--- src/hdl/twa_div.sv ---
// twa_div: bit-serial restoring divider, signed dividend by unsigned divisor
// quotient truncated toward zero; one quotient bit per cycle; no package use

module twa_div #(
	parameter int NUM_W = 38,
	parameter int DEN_W = 7
) (
	input  logic                    clk,
	input  logic                    arst_n,
	input  logic                    start,
	input  logic signed [NUM_W-1:0] num,
	input  logic [DEN_W-1:0]        den,
	output logic                    done,
	output logic signed [NUM_W-1:0] quot
);

	localparam int CNT_W = $clog2(NUM_W + 1);

	logic             busy_q;
	logic             done_q;
	logic [CNT_W-1:0] cnt_q;
	logic [DEN_W-1:0] rem_q;
	logic [DEN_W-1:0] den_q;
	logic [NUM_W-1:0] work_q;
	logic             neg_q;

	logic [DEN_W:0]   trial;
	logic [DEN_W:0]   diff;
	logic             fits;

	// shift the next dividend bit into the partial remainder
	assign trial = {rem_q, work_q[NUM_W-1]};
	assign diff  = trial - {1'b0, den_q};
	assign fits  = trial >= {1'b0, den_q};

	always_ff @(posedge clk or negedge arst_n) begin
		if (!arst_n) begin
			busy_q <= 1'b0;
			done_q <= 1'b0;
			cnt_q  <= '0;
		end else begin
			done_q <= 1'b0;
			if (start) begin
				busy_q <= 1'b1;
				cnt_q  <= CNT_W'(NUM_W);
			end else if (busy_q) begin
				cnt_q <= cnt_q - 1'b1;
				if (cnt_q == CNT_W'(1)) begin
					busy_q <= 1'b0;
					done_q <= 1'b1;
				end
			end
		end
	end

	// dividend magnitude shifts out at the top while quotient bits enter at the bottom
	always_ff @(posedge clk) begin
		if (start) begin
			work_q <= num[NUM_W-1] ? $unsigned(-num) : $unsigned(num);
			neg_q  <= num[NUM_W-1];
			den_q  <= den;
			rem_q  <= '0;
		end else if (busy_q) begin
			rem_q  <= fits ? diff[DEN_W-1:0] : trial[DEN_W-1:0];
			work_q <= {work_q[NUM_W-2:0], fits};
		end
	end

	assign done = done_q;
	assign quot = neg_q ? -$signed(work_q) : $signed(work_q);

endmodule

--- config.mk ---
export PLATFORM = sky130hd
export DESIGN_NAME = twa_div
export DESIGN_NICKNAME = d
export VERILOG_FILES = /design/src/hdl/twa_div.sv
export SDC_FILE = /design/constraint.sdc
export NUM_CORES = 1
export LEC_CHECK = 0
export ABC_AREA = 1
export BUFFER_PORTS_ARGS = -buffer_cell sky130_fd_sc_hd__buf_2
export CORE_MARGIN = 2
export CORE_UTILIZATION = 30
export CTS_CLUSTER_DIAMETER = 80
export DETAILED_ROUTE_END_ITERATION = 6
export GPL_TIMING_DRIVEN = 0
export PLACE_DENSITY = 0.53
export SYNTH_ARGS = -nofsm -noshare
export SYNTH_HDL_FRONTEND = slang
export SYNTH_SLANG_ARGS = --single-unit
--- constraint.sdc ---
create_clock -name clk -period 3.15 [get_ports clk]
set_input_delay 0.1575 -clock clk [delete_from_list [all_inputs] [get_ports clk]]
set_output_delay 0.1575 -clock clk [all_outputs]
set_load 0.03 [all_outputs]
==> results of run 1 <==
state kept, by name, indices dropped and copies added, names as in the netlist:
name / cells
done: 1
busy_q: 1
rem_q: 7
work_q: 38
neg_q: 1
cnt_q: 6
den_q: 7
metal layers:
layer | vias to the layer above | wire length [um] | share of wire, % | global-route usage [%]
met2 | 129 | 6780 | 43 | 27.2
met5 | - | 0 | 0 | 0
met1 | 2237 | 7750 | 50 | 24.6
met4 | 0 | 288 | 1.8 | 5.90
met3 | 17 | 765 | 4.9 | 2.73
li1 | 2608 | - | - | -
through the flow:
stage	std cells	hold slack (ns)	utilization, %	total power (W)
final	1067	0.0117	36.6	0.00323
after global routing	1067	0.0155	36.6	0.00344
after CTS	1067	0.00295	36.6	0.00326
after detailed placement	1047	0.0158	34.6	0.00230
after global placement	1046	0.0137	34.5	0.00230
after floorplan	735	-0.138	-	0.00195
kinds of logic after synthesis:
family	count (synthesis)	synth area share [%]
AND/OR/NAND/NOR	403	36.7
adder cells (fa/ha/maj)	12	3.04
XOR/XNOR	44	7.57
AO/OA/AOI/OAI	90	10.0
buffers and inverters	125	9.43
flip-flops	61	33.2
synthesized netlist by cell type, types with 3 or more instances:
library cell  count  area, um2
clkbuf_1          5       18.8
inv_2            12       45.0
nand2_2           5       31.3
dfxtp_1           7        140
a21oi_1          12       60.1
xnor2_1           5       43.8
nand4_1          18        113
nand3_2           4       40.0
buf_4             3       22.5
o21ai_1          11       55.1
edfxtp_1         46       1380
buf_2             6       30.0
o22ai_1           3       18.8
o21ai_0          43        215
xor2_1           38        333
nor2_4            5       56.3
nand2_1         185        694
o21ai_2           9       78.8
dfrtp_1           8        200
nor3_1           10       50.1
a31oi_1           5       31.3
ha_1             11        138
nand3_1          75        375
nor2_2           10       62.6
inv_1            95        357
or2_2             3       18.8
nor2_1           72        270
final cells by class:
type                    count  area (um2)  share of cell area, %
inverters                 108         405                   6.48
flip-flops and latches     61        1720                   27.5
plain buffers              17        83.8                   1.34
clock inverters             3        18.8                  0.300
well taps                 225         282                   4.50
clock buffers              12         268                   4.28
multi-input cells         549        2980                   47.6
repair buffers             92         500                   8.00
where the power goes:
part / total [W] / switching, W / internal, W
logic: 0.00121 / 0.000816 / 0.000390
registers: 0.00108 / 0.0000906 / 0.000989
clock network: 0.000942 / 0.000346 / 0.000596
total: 0.00323 / 0.00125 / 0.00197
worst paths after layout:
kind	to	slack (ns)
setup / recovery	quot[30]	0.68
hold reg to reg	rem_q[6]	0.48
max in group asynchronous	cnt_q[0]	2.77
hold / removal	den_q[1]	0.01
min in group asynchronous	cnt_q[1]	0.20
setup reg to reg	rem_q[5]	1.14
worst max-delay path: cells and delay by family, from the launching register on:
| family | cells | cell delay [ns] |
|---|---|---|
| DFF | 1 | 0.40 |
| and+or+nand+nor | 5 | 0.81 |
| buffers and inverters | 2 | 0.42 |
| AOI/OAI and AO/OA | 1 | 0.07 |
| adders and majority gates | 1 | 0.28 |
repair_timing:
item,CTS,global route
hold buffers,5,0
buffers inserted,0,0
hold endpoints to repair,12,0
==> results.sh, run 1 <==
export IMPL_average_size_of_a_mapped_cell_um2=7.06
export IMPL_starting_drc_count_in_detailed_routing=377
export IMPL_cp_required_ns=2.99
export IMPL_power_density_nw_per_um2=516
export IMPL_critical_path_max_fanout=4
export IMPL_dpl_hpwl_um=12900
export IMPL_worst_path_most_repeated_cell="nand2_1"
export IMPL_worstPathCellList="inv_1 -> ha_1 -> nand4_4 -> nor3_1 -> nand4_1 -> nand2_1 -> nand2_1 -> o21ai_0 -> buf_2"
export IMPL_slowest_delay_ns=0.40
export IMPL_cts_clk_slew_worst_paths_ns=0.05
export IMPL_maxCapViolCount=0
export IMPL_timing_worst_slew_pin_value_ns=0.673
export IMPL_finalSetupTns_ns=0
export IMPL_boundaryPins=87
export IMPL_finish_net_count=898
export IMPL_setup_viol_count_final=0
export IMPL_crit_reg2reg_launch="work_q[37]"
export IMPL_dpl_cell_area_um2=5920
export IMPL_antenna_found_initial=0
export IMPL_cts_htree_levels=3
export IMPL_n_antenna_cell=0
export IMPL_drt_wirelength_per_cell_um=14.6
export IMPL_crit_path_end_kind="output pin"
export IMPL_post_drt_via_cell_ratio=4.68
export IMPL_track_usage_pct=17.4
export IMPL_timing_fmax_mhz=405
export IMPL_die_h_um=136
export IMPL_grt_max_degree=44
export IMPL_post_route_wl_um=15600
export IMPL_cts_root_buffer="clkbuf_16"
export IMPL_ys_warns=0
export IMPL_run_status="finished clean"
export IMPL_vdd_ir_drop_worst_uv=202
export IMPL_min_delay_path_depth=1
export IMPL_worstRegToRegCells=10
export IMPL_cts_resized_gates=0
export IMPL_via_count_of_the_first_global_routing_pass=4870
export IMPL_flow_area_growth_from_synthesis_pct=20.6
export IMPL_nFillCells=1870
export IMPL_slowest_stage="edfxtp_1"
export IMPL_cts_tree="yes"
export IMPL_syn_area_um2=5190
export IMPL_post_place_ws_ns=1.02
export IMPL_clock_sink_count=61
export IMPL_hold_start="den[1]"
export IMPL_setup_worst_path_start="work_q[0]"
export IMPL_arrival_time_at_the_worst_endpoint_ns=2.31
export IMPL_slew_limit_headroom_pct=55.0
export IMPL_start_util_pct=30.3
export IMPL_numCtsBuffers=9
export IMPL_fin_worst_skew_ns=0.00624
export IMPL_postSynthNetCount=795
export IMPL_layout_common_cells="185 x nand2_1, 94 x inv_1, 92 x buf_2"
export IMPL_final_setup_worst_slack_ns=0.683
export IMPL_synth_async_reset_ratio_pct=13.1
export IMPL_max_clock_path_buffers=2
export IMPL_min_period_ns=2.47
export IMPL_final_max_slew_violation_count=0
export IMPL_layout_drive_gt1_share_pct=20.3
export IMPL_portBuffers=86
export IMPL_synth_distinct_cells=46
export IMPL_finish_instance_area_um2=6260
export IMPL_postSynthRegisterBits=61
export IMPL_layout_cells_most_common="nand2_1"
export IMPL_die_area_um2=18400
export IMPL_postRouteAntennaNets=0
export IMPL_setup_worst_path_start_class="flip-flop"
export IMPL_total_global_routing_overflow=0
export IMPL_cell_rows=48
export IMPL_coreArea_um2=17100
export IMPL_critical_path_class="flip-flop to output pin"
export IMPL_insertion_delay_ns=0.33
export IMPL_first_pass_iters=4
export IMPL_synthesis_instances=735
export IMPL_gp_routability_congestion=0.874
export IMPL_final_hold_viol_count=0
export IMPL_die_width_um=136
export IMPL_postSynth_topFlopCell="edfxtp_1"
export IMPL_p_leak_nw=2.94
export IMPL_routed_via_count=4991
export IMPL_drc=0
export IMPL_ys_seq_area_share_pct=33.2
export IMPL_hold_path_class="primary input to flip-flop"
export IMPL_synth_enable_flop_cells=46
export IMPL_min_period_over_period_pct=78.3
export IMPL_wire_length_of_the_first_global_routing_pass_um=25000
export IMPL_rsz_0062_raised_after_global_routing="false"
Note: power is estimated with default switching activity, not from simulation.
==> inputs of run 2 (changes only) <==
clock period = 2.55 ns   (was 3.15 ns; I/O delays follow)
==> results.sh, run 2 (synthesis gave the netlist of run 1 again) <==
export IMPL_power_density_nw_per_um2=635
export IMPL_final_cells=1070
export IMPL_cp_required_ns=2.42
export IMPL_die_h_um=136
export IMPL_slowest_delay_ns=0.41
export IMPL_cts_tree="yes"
export IMPL_arrival_time_at_the_worst_endpoint_ns=2.21
export IMPL_placed_cells_incl_taps=1047
export IMPL_post_drt_via_cell_ratio=4.68
export IMPL_run_status="finished clean"
export IMPL_timing_worst_slew_pin_value_ns=0.672
export IMPL_min_delay_path_depth=1
export IMPL_maxCapViolCount=0
export IMPL_timing_fmax_mhz=428
export IMPL_top_register="work_q"
export IMPL_finish_net_count=901
export IMPL_report_power_total_w=0.00400
export IMPL_grt_max_degree=44
export IMPL_clock_sink_count=61
export IMPL_rsz_0062_raised_after_global_routing="false"
export IMPL_final_hold_viol_count=0
export IMPL_worst_path_most_repeated_cell="nand2_1"
export IMPL_first_pass_iters=5
export IMPL_start_util_pct=30.3
export IMPL_nFillCells=1864
export IMPL_vdd_ir_drop_worst_uv=250
export IMPL_drt_wirelength_per_cell_um=14.6
export IMPL_portBuffers=86
export IMPL_post_route_wl_um=15600
export IMPL_crit_path_end_kind="output pin"
export IMPL_flow_area_growth_from_synthesis_pct=21.4
export IMPL_timing_critical_path_max_delay_family="simple AND/OR/NAND/NOR gates"
export IMPL_slew_limit_headroom_pct=55.1
export IMPL_insertion_delay_ns=0.33
export IMPL_track_usage_pct=17.4
export IMPL_via_count_of_the_first_global_routing_pass=4880
export IMPL_total_global_routing_overflow=0
export IMPL_routed_via_count=5012
export IMPL_cp_buffers_inverters=2
export IMPL_cts_htree_levels=3
export IMPL_final_max_slew_violation_count=0
export IMPL_critical_path_class="flip-flop to output pin"
export IMPL_antenna_found_initial=0
export IMPL_die_area_um2=18400
export IMPL_wire_length_of_the_first_global_routing_pass_um=25000
export IMPL_dpl_hpwl_um=12900
export IMPL_cts_clk_slew_worst_paths_ns=0.05
export IMPL_largest_register_ffs=38
export IMPL_min_period_over_period_pct=91.6
export IMPL_worstRegToRegCells=10
export IMPL_critical_path_max_fanout=4
export IMPL_post_cts_buffers=0
export IMPL_coreArea_um2=17100
export IMPL_cell_rows=48
export IMPL_layout_common_cells="185 x nand2_1, 92 x inv_1, 91 x buf_2"
export IMPL_setup_viol_count_final=0
export IMPL_slowest_stage="edfxtp_1"
export IMPL_n_antenna_cell=0
export IMPL_drc=0
export IMPL_setup_worst_path_start_class="flip-flop"
export IMPL_layout_cells_most_common="nand2_1"
export IMPL_min_period_ns=2.33
export IMPL_cts_root_buffer="clkbuf_16"
export IMPL_fin_worst_skew_ns=0.00583
export IMPL_numCtsBuffers=9
export IMPL_worstPathCellList="inv_2 -> ha_2 -> nand4_4 -> nor2_2 -> nand2_2 -> nor2_1 -> nand2_1 -> nand2_1 -> xor2_1 -> clkbuf_4"
export IMPL_gp_routability_congestion=0.874
export IMPL_crit_cells=10
export IMPL_starting_drc_count_in_detailed_routing=369
export IMPL_boundaryPins=87
export IMPL_finalSetupTns_ns=0
export IMPL_p_leak_nw=2.95
export IMPL_die_width_um=136
export IMPL_postRouteAntennaNets=0
export IMPL_layout_top_registers="work_q x38, den_q x7, rem_q x7"
export IMPL_hold_path_class="primary input to flip-flop"
export IMPL_layout_drive_gt1_share_pct=20.7
export IMPL_max_clock_path_buffers=2
[run 2: worst paths after layout]
path                            endpoint  slack [ns]  startpoint
worst max register to register  rem_q[5]        0.54  work_q[37]
max in group asynchronous       cnt_q[0]        2.20      arst_n
worst min-delay path               neg_q        0.03     num[37]
worst min register to register  rem_q[6]        0.48    rem_q[6]
worst max-delay path            quot[24]        0.22   work_q[0]
min in group asynchronous       cnt_q[1]        0.17      arst_n
[run 2: final cells by class]
cell class / instances / area (um2) / share of cell area [%]
plain buffers: 17 / 83.8 / 1.33
clock buffers: 12 / 268 / 4.25
clock inverters: 3 / 18.8 / 0.298
inverters: 108 / 405 / 6.44
multi-input cells: 549 / 2990 / 47.4
flip-flops and latches: 61 / 1720 / 27.3
well taps: 225 / 282 / 4.47
repair buffers: 95 / 533 / 8.46
[run 2: routing by layer]
metal / vias up / wire length, um / GRT usage (%)
met3: 17 / 825 / 2.73
met4: 0 / 288 / 5.90
met5: - / 0 / 0
met1: 2245 / 7730 / 24.5
li1: 2616 / - / -
met2: 134 / 6770 / 27.3
[run 2: what timing repair did]
| item | CTS | global route |
|---|---|---|
| hold buffers | 8 | 0 |
| resized for setup | 0 | 5 |
| endpoints found under the setup margin | 0 | 2 |
| hold endpoints to repair | 15 | 0 |
[run 2: stage by stage]
stage,hold slack [ns],worst slack (ns),util [%],cell area [um2]
5_1_grt,0.0235,0.0455,36.8,6300
3_3_place_gp,-0.0163,-0.0526,34.5,5900
2_1_floorplan,-0.168,0.598,-,5190
3_5_place_dp,-0.0142,0.447,34.6,5920
4_1_cts,0.0255,0.0752,36.7,6290
6_report,0.0341,0.215,36.8,6300
[run 2: where the power goes]
part	total (W)	internal, W	switching, W
sequential	0.00134	0.00122	0.000114
clock	0.00117	0.000736	0.000430
combinational	0.00150	0.000488	0.00101
==> inputs of run 3 (changes only) <==
CELL_PAD_IN_SITES_DETAIL_PLACEMENT = 0   (was unset)
CELL_PAD_IN_SITES_GLOBAL_PLACEMENT = 1   (was unset)
HOLD_SLACK_MARGIN = 0.12   (was unset)
PLACE_DENSITY = 0.67   (was 0.53)
==> results.sh, run 3 (synthesis gave the netlist of run 1 again) <==
export IMPL_run_status="finished clean"
export IMPL_antenna_found_initial=0
export IMPL_total_global_routing_overflow=0
export IMPL_drt_wirelength_per_cell_um=14.8
export IMPL_finish_utilization_pct=36.9
export IMPL_placed_cells_incl_taps=1047
export IMPL_vdd_ir_drop_worst_uv=318
export IMPL_finalSetupTns_ns=0
export IMPL_timing_fmax_mhz=415
export IMPL_largest_register_ffs=38
export IMPL_slew_limit_headroom_pct=54.9
export IMPL_met2WireLength_um=6870
export IMPL_area_occupied_by_multi_input_gates_um2=2990
export IMPL_portBuffers=86
export IMPL_maxCapViolCount=0
export IMPL_min_period_ns=2.41
export IMPL_top_register="work_q"
export IMPL_layout_drive_gt1_share_pct=20.8
export IMPL_post_drt_via_cell_ratio=4.62
export IMPL_boundaryPins=87
export IMPL_nFillCells=1861
export IMPL_grt_max_degree=40
export IMPL_cts_htree_levels=3
export IMPL_flow_area_growth_from_synthesis_pct=21.9
export IMPL_first_pass_iters=5
export IMPL_insertion_delay_ns=0.33
export IMPL_cp_buffers_inverters=2
export IMPL_sequential_cell_area_um2=1720
export IMPL_slowest_delay_ns=0.40
export IMPL_setup_viol_count_final=0
export IMPL_layout_cells_most_common="nand2_1"
export IMPL_coreArea_um2=17100
export IMPL_post_route_wl_um=15900
export IMPL_die_width_um=136
export IMPL_timing_worst_slew_pin_value_ns=0.674
export IMPL_cts_tree="yes"
export IMPL_postRouteAntennaNets=0
export IMPL_n_antenna_cell=0
export IMPL_hold_path_class="primary input to async pin"
export IMPL_fin_worst_skew_ns=0.00938
export IMPL_setup_worst_path_start_class="flip-flop"
export IMPL_routed_via_count=4956
export IMPL_cell_rows=48
export IMPL_final_cells=1072
export IMPL_gp_routability_congestion=0.853
export IMPL_die_area_um2=18400
export IMPL_cts_clk_slew_worst_paths_ns=0.06
export IMPL_finish_net_count=902
export IMPL_clock_sink_count=61
export IMPL_crit_path_end_kind="output pin"
export IMPL_layout_top_registers="work_q x38, den_q x7, rem_q x7"
export IMPL_cts_root_buffer="clkbuf_16"
export IMPL_dpl_hpwl_um=13000
export IMPL_critical_path_max_fanout=4
export IMPL_wire_length_of_the_first_global_routing_pass_um=25500
export IMPL_power_density_nw_per_um2=641
export IMPL_via_count_of_the_first_global_routing_pass=4778
export IMPL_min_period_over_period_pct=94.5
export IMPL_highest_signal_layer="met4"
export IMPL_track_usage_pct=18.0
export IMPL_max_clock_path_buffers=2
export IMPL_worstPathCellList="inv_1 -> ha_2 -> nand4_4 -> nor2_8 -> nand2_1 -> o21ai_1 -> xor2_1 -> buf_2"
export IMPL_fin_worst_hold_slack_ns=0.164
export IMPL_starting_drc_count_in_detailed_routing=369
export IMPL_drc=0
export IMPL_final_hold_viol_count=0
export IMPL_report_power_total_w=0.00405
export IMPL_numCtsBuffers=9
export IMPL_rsz_0062_raised_after_global_routing="false"
export IMPL_arrival_time_at_the_worst_endpoint_ns=2.28
export IMPL_die_h_um=136
export IMPL_cp_required_ns=2.42
export IMPL_dr_wl_met3_um=829
export IMPL_slowest_stage="edfxtp_1"
export IMPL_p_leak_nw=2.97
export IMPL_layout_common_cells="185 x nand2_1, 93 x inv_1, 92 x buf_2"
export IMPL_critical_path_class="flip-flop to output pin"
export IMPL_routedLengthMet1_um=7980
export IMPL_timing_critical_path_max_delay_family="simple AND/OR/NAND/NOR gates"
export IMPL_final_max_slew_violation_count=0
export IMPL_start_util_pct=30.3
-- run 3: cell types whose count changed in the layout (fill, tap and decap cells not counted) --
cell and change:
buf_2 +1, clkbuf_1 -1, clkbuf_4 -1, clkbuf_8 +1, clkinv_4 +1, dlygate4sd3_1 +1
inv_1 +1, inv_2 -1
-- run 3: worst paths after layout --
path	start	end	slack (ns)	depth (start not counted)
worst min register to register	rem_q[6]	rem_q[6]	0.48	2
worst max register to register	work_q[37]	rem_q[5]	0.49	10
max in group asynchronous	arst_n	busy_q	2.23	2
worst max-delay path	work_q[1]	quot[18]	0.14	8
min in group clk	num[35]	work_q[35]	0.19	4
worst min-delay path	arst_n	cnt_q[3]	0.16	2
-- run 3: report_power, final --
group	internal [W]	switching (W)	total, W
logic	0.000487	0.00101	0.00150
registers	0.00122	0.000116	0.00134
clock network	0.000770	0.000445	0.00121
total	0.00248	0.00157	0.00405
-- run 3: metal layers --
metal | vias up | track usage, %
li1 | 2613 | -
met1 | 2202 | 26.5
met2 | 128 | 27.5
met3 | 13 | 2.73
met4 | 0 | 4.46
met5 | - | 0
-- run 3: final cells by class --
class / instances / share of cell area (%)
Tap cell: 225 / 4.45
Clock buffer: 12 / 4.39
Inverter: 108 / 6.41
Timing Repair Buffer: 96 / 8.55
Clock inverter: 4 / 0.435
Buffer: 17 / 1.33
Multi-Input combinational cell: 549 / 47.2
Sequential cell: 61 / 27.2
-- run 3: per-stage QoR --
stage                     area, um2  setup slack [ns]
after floorplan                5190             0.598
after global placement         5900           -0.0547
after detailed placement       5920             0.456
after CTS                      6320            0.0823
after global routing           6320            0.0261
final                          6320             0.141
-- run 3: timing repair --
item | CTS | global route
gates resized for setup | 0 | 3
hold buffers | 9 | 0
setup buffers | 0 | 0
hold endpoints to repair | 16 | 0
setup endpoints to repair | 0 | 6
-- run 3: worst register-to-register path, stage by stage, from the launching register on --
cell and delay [ns]:
edfxtp_1 0.35, inv_1 0.09, ha_1 0.22, fa_1 0.42, o21ai_2 0.27, o21ai_2 0.08, nand2_2 0.19, inv_2 0.11
nand2_1 0.08, nand3_1 0.10, nand2_1 0.10
